### src/hdl/tcbf_pkg.sv
`default_nettype none
// ---------------------------------------------------------------------------
// tcbf_pkg
// Shared widths, codes and controller/datapath interface types for the
// tandem counting Bloom filter core.
// ---------------------------------------------------------------------------
package tcbf_pkg;

    // Field widths of one probe and one result
    localparam int OP_W    = 2;
    localparam int POS_W   = 10;
    localparam int VAR_W   = 6;
    localparam int TAG_W   = 5;
    localparam int LEVEL_W = 6;
    localparam int CNT8_W  = 8;

    // Stream data widths, padded to whole bytes
    localparam int S_TDATA_W = 24;
    localparam int M_TDATA_W = 8;

    // Configuration port
    localparam int APB_DATA_W = 32;
    localparam int APB_ADDR_W = 3;
    localparam logic [0:0] REG_LEVEL_SIZE = 1'b0;
    localparam logic [LEVEL_W-1:0] LEVEL_RESET = 6'd4;

    // Parameter defaults
    localparam int DEF_COUNTERS   = 1024;
    localparam int DEF_MAX_PROBES = 8;

    // Operation codes
    localparam logic [OP_W-1:0] OP_INSERT = 2'd0;
    localparam logic [OP_W-1:0] OP_LOOKUP = 2'd1;
    localparam logic [OP_W-1:0] OP_REMOVE = 2'd2;

    // One buffered remove probe
    typedef struct packed {
        logic [VAR_W-1:0] var_value;
        logic [POS_W-1:0] position;
    } t_probe;

    // Commands from controller to datapath
    typedef struct packed {
        logic clr_en;     // zero one store row, advance clear pointer
        logic accept;     // capture the probe, read its counter pair
        logic exec;       // evaluate the probe, write back an insert, update match/buffer
        logic walk_rd;    // fetch buffered probe, read its counter pair
        logic walk_ex;    // apply remove to the fetched pair
        logic load_out;   // move a result into the output register
    } t_dp_cmd;

    // Status from datapath to controller
    typedef struct packed {
        logic clr_done;   // clear pointer on the last row
        logic is_last;    // current probe closes its operation
        logic apply_rm;   // remove passed: walk the buffer
        logic walk_done;  // current walk entry is the last buffered one
        logic out_free;   // output register can take a result this cycle
    } t_dp_stat;

endpackage : tcbf_pkg
`default_nettype wire

### src/hdl/tcbf_ctrl.sv
`default_nettype none
// ---------------------------------------------------------------------------
// tcbf_ctrl
// Sequencing state machine: store clear after reset, probe read and
// write-back, remove walk over buffered probes, and result hand-off.
// ---------------------------------------------------------------------------
module tcbf_ctrl
    import tcbf_pkg::*;
(
    input  wire logic     i_clk,
    input  wire logic     i_rst_n,
    input  wire logic     i_s_tvalid,
    output logic          o_s_tready,
    input  wire t_dp_stat i_stat,
    output t_dp_cmd       o_cmd
);

    typedef enum logic [5:0] {
        ST_CLEAR = 6'b000001,
        ST_IDLE  = 6'b000010,
        ST_EXEC  = 6'b000100,
        ST_WRD   = 6'b001000,
        ST_WEX   = 6'b010000,
        ST_EMIT  = 6'b100000
    } t_state;

    t_state r_state;
    t_state n_state;

    // State register
    always_ff @(posedge i_clk) begin
        if (!i_rst_n) begin
            r_state <= ST_CLEAR;
        end else begin
            r_state <= n_state;
        end
    end

    // Next state and commands
    always_comb begin
        n_state    = r_state;
        o_cmd      = '0;
        o_s_tready = 1'b0;
        case (r_state)
            ST_CLEAR: begin
                o_cmd.clr_en = 1'b1;
                if (i_stat.clr_done) begin
                    n_state = ST_IDLE;
                end
            end
            ST_IDLE: begin
                o_s_tready   = 1'b1;
                o_cmd.accept = i_s_tvalid;
                if (i_s_tvalid) begin
                    n_state = ST_EXEC;
                end
            end
            ST_EXEC: begin
                o_cmd.exec = 1'b1;
                if (!i_stat.is_last) begin
                    n_state = ST_IDLE;
                end else if (i_stat.apply_rm) begin
                    n_state = ST_WRD;
                end else if (i_stat.out_free) begin
                    o_cmd.load_out = 1'b1;
                    n_state        = ST_IDLE;
                end else begin
                    n_state = ST_EMIT;
                end
            end
            ST_WRD: begin
                o_cmd.walk_rd = 1'b1;
                n_state       = ST_WEX;
            end
            ST_WEX: begin
                o_cmd.walk_ex = 1'b1;
                if (!i_stat.walk_done) begin
                    n_state = ST_WRD;
                end else if (i_stat.out_free) begin
                    o_cmd.load_out = 1'b1;
                    n_state        = ST_IDLE;
                end else begin
                    n_state = ST_EMIT;
                end
            end
            ST_EMIT: begin
                if (i_stat.out_free) begin
                    o_cmd.load_out = 1'b1;
                    n_state        = ST_IDLE;
                end
            end
            default: begin
                n_state = ST_CLEAR;
            end
        endcase
    end

endmodule : tcbf_ctrl
`default_nettype wire

### config.mk
export PLATFORM = sky130hd
export DESIGN_NAME = tcbf_ctrl
export DESIGN_NICKNAME = d
export VERILOG_FILES = /design/src/hdl/tcbf_pkg.sv /design/src/hdl/tcbf_ctrl.sv
export SDC_FILE = /design/constraint.sdc
export NUM_CORES = 1
export LEC_CHECK = 0
export BUFFER_PORTS_ARGS = -buffer_cell sky130_fd_sc_hd__buf_2
export CORE_AREA = 2 2 39 41
export DETAILED_ROUTE_END_ITERATION = 10
export DIE_AREA = 0 0 41 43
export SETUP_SLACK_MARGIN = 0.05
export SKIP_CTS_REPAIR_TIMING = 1
export SKIP_LAST_GASP = 1
export SLEW_MARGIN = 20
export SYNTH_ARGS = -nofsm -noshare
export SYNTH_HDL_FRONTEND = slang
export SYNTH_SLANG_ARGS = --single-unit
### constraint.sdc
create_clock -name i_clk -period 4.2 [get_ports i_clk]
set_input_delay 0.21 -clock i_clk [delete_from_list [all_inputs] [get_ports i_clk]]
set_output_delay 0.21 -clock i_clk [all_outputs]
set_load 0.01 [all_outputs]
======== Word level (Yosys, flattened, before mapping) ========
Index checks and enable logic that the tools add are counted.
storage, ports and cells
  register bits after elaboration ......... 6
  bits of input ports ..................... 8
operators by class
  equality and inequality tests ........... 9
  muxes and demuxes ....................... 19
  reduce and logical (&&, ||, !) cells .... 1
operators by type and width
  cell                  count
  $mux W6               7
  $pmux W6 S6           1
  $mux W1               10
  $eq A6 B1 Y1 const B  1
  $eq A6 B2 Y1 const B  1
  $eq A6 B3 Y1 const B  1
  $eq A6 B4 Y1 const B  1
  $eq A6 B5 Y1 const B  1
  $eq A6 B6 Y1 const B  1
  $ne A2 B2 Y1 const B  3
  $pmux W1 S3           1
  $reduce_and A3 Y1     1

======== Longest topological paths before layout ========
Gate-level depths: netlist of run 1.
  depth in word-level cells ............... 4
  gate-level depth with buffers ........... 6
  mapped depth without buffers ............ 5

======== Worst setup path after synthesis of run 1 ========
No wires, ideal clock.
  path kind ............................... register to output
  from .................................... register r_state[0]
  to ...................................... output o_cmd[2] (netlist name)
  arrival ................................. 1.266 ns
  setup slack ............................. 2.724 ns
  stages on the path, launching flop included .. 4
  buffers on the path ..................... 1
  cells stage by stage .................... dfxtp_1 > buf_6 > or4_4 > nor3b_1
RTL lines
  element                 line             RTL
  from (decl)             tcbf_ctrl.sv:27  t_state r_state;
  from (signal assigned)  tcbf_ctrl.sv:35  r_state <= n_state;
  to (decl)               tcbf_ctrl.sv:15  output t_dp_cmd o_cmd

==> metrics, run 1 <==
DP Cell Count 81; CTS max path bufs 2; chip height 43 um; Worst EP required 3.99 ns; Final period util ~46%; Synth Register Bits 6; crit-path max FO 11; initial antenna violation count 0; hold path depth 2; first-pass GRT wire length 1550 um; vias post-DR 451; met3 routed WL about 18 um; PortBufs 14; largest net degree at the start of global routing 12; post-detailed-route count of antenna-violating nets 0; Initial Util between 30% and 40%; pwr dens between 400 and 500 nW/um^2; Clock Latency Late Sink 0.24 ns; dpl hpwl 802 um; clk slew on worst S/H paths approximately 0.04 ns; global route overflow 0; met2 wire length 473 um; YS warnings 0; DR DRC count 0; Post-synth EDFFs 0; Die W 41 um; Synthesized Nets 61; Synth Cell Area 457 sq um; R2R depth 4; final setup vio count 0; leading area contributor after synthesis dfxtp_1; Netlist cell types 30; post-DR vias/cell 5.37; WL/cell 11.8 um; Tmin final 1.95 ns; Setup Crit Path Kind flip-flop to output port; Worst Tran Pin Value 0.433 ns; Fin Setup TNS 0 ns; Top reg by flops r_state; DRT Pass-1 Iters 4; Critical Path AT 1.74 ns; Post-Synthesis Cells 53; dominant cells by area after synthesis dfxtp_1 (26%), nor4b_4 (5.2%), inv_1 (4.9%); wire length on met1 roughly 480 um; overall routing resource usage 12.9%; VDD IR max 0.279 mV; Core ar. 1380 sq um; max-cap check violation count 0; Syn Area/Cell 8.62 sq um; share of the synthesized area in the top cell type 26.3%; Critical Path End Type output port; die area 1760 sq um; Hold Crit Class input port to flip-flop; Ports 15; maximum clock frequency slightly above 0.5 GHz; Tot Pwr between 0.2 and 0.3 mW; Static Leak 0.246 nW; register area share after synthesis 26.3%; Layout area overhead 21.1%; CTS sink cnt 6; RD Place Congestion 0.721; Critical Path Source Type flip-flop; cts bufs inserted 3; Std-Cell Rows 14; biggest regs r_state x6; max reg flops 6; max-slew violation count 0; CTS H-Tree Depth 1; highest metal used met4; vias in the first global route 398; share of cells above drive strength 1 32.4%; non-filler cells, final 84; TritonCTS clock tree built; top post-synthesis cells by count dfxtp_1 (6), inv_1 (6), nor2_1 (5); asr flop ratio synth 0%; ys flop type dfxtp_1; final WL between 900 and 1000 um; Initial DRC Count 8; Net count, final 78; hold slack 0.207 ns; RSZ-0062 raised after global routing no; Final Hold Viols 0; outcome complete, no violations; Worst Clk Skew 0.00205 ns; Worst slew margin between 70% and 80%; # diodes 0; Root Driver clkbuf_4
==> metrics by stage <==
step	area [sq um]	setup slack, ns	utilization, %
6_report	553	2.25	40.0
5_1_grt	553	2.11	40.0
4_1_cts	553	2.25	40.0
3_5_place_dp	531	2.52	38.3
3_3_place_gp	531	2.59	38.3
2_1_floorplan	457	2.72	-
==> routing by layer <==
| layer | GRT usage, % | vias up |
|---|---|---|
| met5 | 0 | - |
| met4 | 10.0 | 0 |
| met3 | 2.09 | 2 |
| met2 | 17.2 | 6 |
| met1 | 17.5 | 213 |
| li1 | - | 230 |
==> final cells by class <==
| class | count | area [sq um] |
|---|---|---|
| sequential | 6 | 120 |
| inverter | 6 | 22.5 |
| tap | 16 | 20.0 |
| fill | 135 | 831 |
| timing repair buffer | 14 | 70.1 |
| clock buffer | 3 | 22.5 |
| multi-input combinational | 39 | 298 |
==> critical path, stage by stage, from the launching register on <==
cell and delay, ns:
dfxtp_1 0.43, nor4_2 0.31, nand3b_1 0.16, o311ai_1 0.31, and2_1 0.17, buf_2 0.12
==> layout by cell type (no fill, tap or decap), types with 2 or more instances in the layout <==
cell type | netlist | layout
a221oi_1 | 2 | 2
and2_1 | 2 | 2
buf_2 | 1 | 14
clkbuf_4 | 0 | 3
dfxtp_1 | 6 | 6
inv_1 | 6 | 6
nand3b_1 | 3 | 3
nor2_1 | 5 | 5
nor3b_1 | 3 | 3
nor4_1 | 2 | 2
nor4b_1 | 2 | 2
o21ai_0 | 2 | 2
==> cell families (layout without fill, tap and decap cells) <==
family	Yosys count	count (layout)	synth area share [%]
AO/OA/AOI/OAI	10	10	17.0
AND/OR/NAND/NOR	27	27	44.4
flip-flops	6	6	26.3
XOR/XNOR	2	2	3.84
buffers and inverters	8	23	8.49
==> final timing paths <==
check                           from                       to  slack, ns
max          r_state[0]$_SDFFE_PN1P_                 o_cmd[0]       2.25
min                       i_s_tvalid  r_state[1]$_SDFFE_PN0P_       0.21
max reg2reg  r_state[0]$_SDFFE_PN1P_  r_state[1]$_SDFFE_PN0P_       2.65
min reg2reg  r_state[3]$_SDFFE_PN0P_  r_state[4]$_SDFFE_PN0P_       0.59
==> report_power, final <==
| group | internal (mW) | switching [mW] | total, mW |
|---|---|---|---|
| clock | 0.0321 | 0.0181 | 0.0503 |
| combinational | 0.0641 | 0.0538 | 0.118 |
| sequential | 0.0675 | 0.0336 | 0.101 |
| total | 0.164 | 0.106 | 0.269 |
Power figures use the tool's default switching activity.
==> run 2: changes to the inputs <==
--- a/config.mk
+++ b/config.mk
@@ -5,6 +5,7 @@
 export SDC_FILE = /design/constraint.sdc
 export NUM_CORES = 1
 export LEC_CHECK = 0
+export ABC_AREA = 1
 export BUFFER_PORTS_ARGS = -buffer_cell sky130_fd_sc_hd__buf_2
 export CORE_AREA = 2 2 39 41
 export DETAILED_ROUTE_END_ITERATION = 10
==> constraint.sdc (replaced) <==
create_clock -name i_clk -period 1.75 [get_ports i_clk]
set_input_delay 0.0875 -clock i_clk [delete_from_list [all_inputs] [get_ports i_clk]]
set_output_delay 0.0875 -clock i_clk [all_outputs]
set_load 0.01 [all_outputs]
==> run 2 against run 1 <==
Combinational power increased by 8%; cell area shrank 1.4%; power rose by 53%.
==> metrics, run 2 <==
VDD IR max ~0.38 mV; Logic pwr share 30.8%; Root Driver clkbuf_4; final setup vio count 0; Worst EP required between 1.5 and 2 ns; crit-path max FO 6; RSZ-0062 raised after global routing no; post-layout util 39.4%; Sw Share between 30% and 40%; initial antenna violation count 0; Final Hold Viols 0; top-count cell post-synth inv_1; clock power share 30.4%; Hold Crit Class input port to flip-flop; max-cap check violation count 0; Die W around 40 um; # diodes 0; clk slew on worst S/H paths about 0.05 ns; setup ws final approximately 0.33 ns; Layout area overhead 22.8%; Worst slew margin 86.8%; YS warnings 0; Fillers 154; largest net degree at the start of global routing 8; Top reg by flops r_state; Setup Crit Path Kind flip-flop to output port; leading area contributor after synthesis dfxtp_1; outcome complete, no violations; first-pass GRT wire length between 1000 and 1500 um; Net count, final 96; Finished Cell Area between 500 and 600 sq um; max-slew violation count 0; dpl hpwl 844 um; Syn Area/Cell approximately 6.3 sq um; top post-synthesis cells by count inv_1 (15), nor2_1 (10), nand3_1 (8); Final period util 80.9%; RD Place Congestion 0.767; ys flop type dfxtp_1; Sw Pwr 0.135 mW; final WL 977 um; Initial Util between 30% and 40%; WL/cell roughly 9.6 um; FF+latch area 120 sq um; Critical Path AT ~1.3 ns; Reg power frac 38.8%; CTS sink cnt 6; Fin Setup TNS 0 ns; pwr dens 756 nW/um^2; Critical Path End Type output port; Initial DRC Count 6; DRT Pass-1 Iters 4; area post-placement 523 sq um; max reg flops 6; CTS max path bufs 2; Clock Latency Late Sink around 0.24 ns; CP max stage delay 0.33 ns; Synth Cell Area 444 sq um; Core ar. between 1000 and 1500 sq um; global route overflow 0; DR DRC count 0; share of the synthesized area in the top cell type 27.0%; Worst Tran Pin Value 0.196 ns; Tot Pwr 0.412 mW; biggest regs r_state x6; die area 1760 sq um; Static Leak 0.314 nW; TritonCTS clock tree built; vias in the first global route 383; register area share after synthesis 27.0%; share of cells above drive strength 1 31.4%; overall routing resource usage 12.2%; Tmin final 1.42 ns; most frequent cells in the layout inv_1 (15), buf_2 (14), nor2_1 (10), nand3_1 (8), nand2_1 (7); Critical Path Source Type flip-flop; area taken by multi-input logic gates between 200 and 250 sq um; Post-Synthesis Cells 70; cts bufs inserted 3; post-detailed-route count of antenna-violating nets 0; CP Cell Sequence nor2_4, and3_1, nand2_1, o211ai_1, buf_2; maximum clock frequency 0.706 GHz; PortBufs 14; commonest non-fill, non-tap cell in the layout inv_1; Int Pwr 0.277 mW; Synthesized Nets 78; CTS H-Tree Depth 1; Std-Cell Rows 14; crit path max-delay cell type dfxtp_1; asr flop ratio synth 0%; Post-synth EDFFs 0; Synth Register Bits 6; Netlist cell types 20; vias post-DR 471; Worst Clk Skew 0.00306 ns; dominant cells by area after synthesis dfxtp_1 (27%), inv_1 (13%), nand3_1 (9.0%); Ports 15; pre-CTS WS 0.586 ns; chip height 43 um; post-DR vias/cell 4.62
[run 2: changes by cell type in the layout (fill, tap and decap cells not counted), moves of 3 or more]
cell / delta
inv_1: +9
nand2_1: +7
nand3_1: +7
nand4_1: +3
nor2_1: +5
nor3b_1: -3
[run 2: power groups by stage]
stage / clock network [mW] / registers (mW) / logic, mW
final: 0.125 / 0.160 / 0.127
after global routing: 0.136 / 0.160 / 0.143
after global placement: 0 / 0.162 / 0.126
after detailed placement: 0 / 0.162 / 0.127
after CTS: 0.132 / 0.160 / 0.127
after floorplan: 0 / 0.161 / 0.0887
[run 2: final cells by class]
class / instances / share of cell area, %
clock buffer: 3 / 4.13
sequential: 6 / 22.0
tap: 16 / 3.67
timing repair buffer: 14 / 12.8
inverter: 17 / 11.7
multi-input combinational: 46 / 45.6
[run 2: cells by family after synthesis]
logic type | after synthesis | share of synthesized area [%]
AND/OR/NAND/NOR | 42 | 51.0
buffers and inverters | 18 | 16.9
flip-flops | 6 | 27.0
AO/OA/AOI/OAI | 4 | 5.07
[run 2: path summary, 6_finish.rpt]
path                                  end  slack, ns  cells past startpoint                     from
setup / recovery                 o_cmd[0]       0.33                      5  r_state[5]$_SDFFE_PN0P_
hold / removal    r_state[0]$_SDFFE_PN1P_       0.06                      2                  i_rst_n
setup reg to reg  r_state[0]$_SDFFE_PN1P_       0.59                      7  r_state[5]$_SDFFE_PN0P_
hold reg to reg   r_state[4]$_SDFFE_PN0P_       0.57                      2  r_state[3]$_SDFFE_PN0P_
[run 2: worst max-delay path, delay by kind of cell, from the launching register on]
family / cells / cell delay, ns
AO/OA/AOI/OAI: 1 / 0.07
flip-flops: 1 / 0.33
buffers and inverters: 1 / 0.15
AND/OR/NAND/NOR: 3 / 0.53
[run 2: metal layers]
metal | up-vias | track usage (%) | wire length [um]
li1 | 258 | - | -
met1 | 197 | 15.6 | 492
met2 | 16 | 18.1 | 414
met3 | 0 | 3.14 | 70
met4 | 0 | 6.00 | 0
met5 | - | 0 | 0
[run 2: through the flow]
step                      hold slack (ns)  std cells
after detailed placement            0.307         99
after global placement              0.303         99
after global routing               0.0759        102
after CTS                          0.0524        102
final                              0.0612        102
after floorplan                     0.172         70
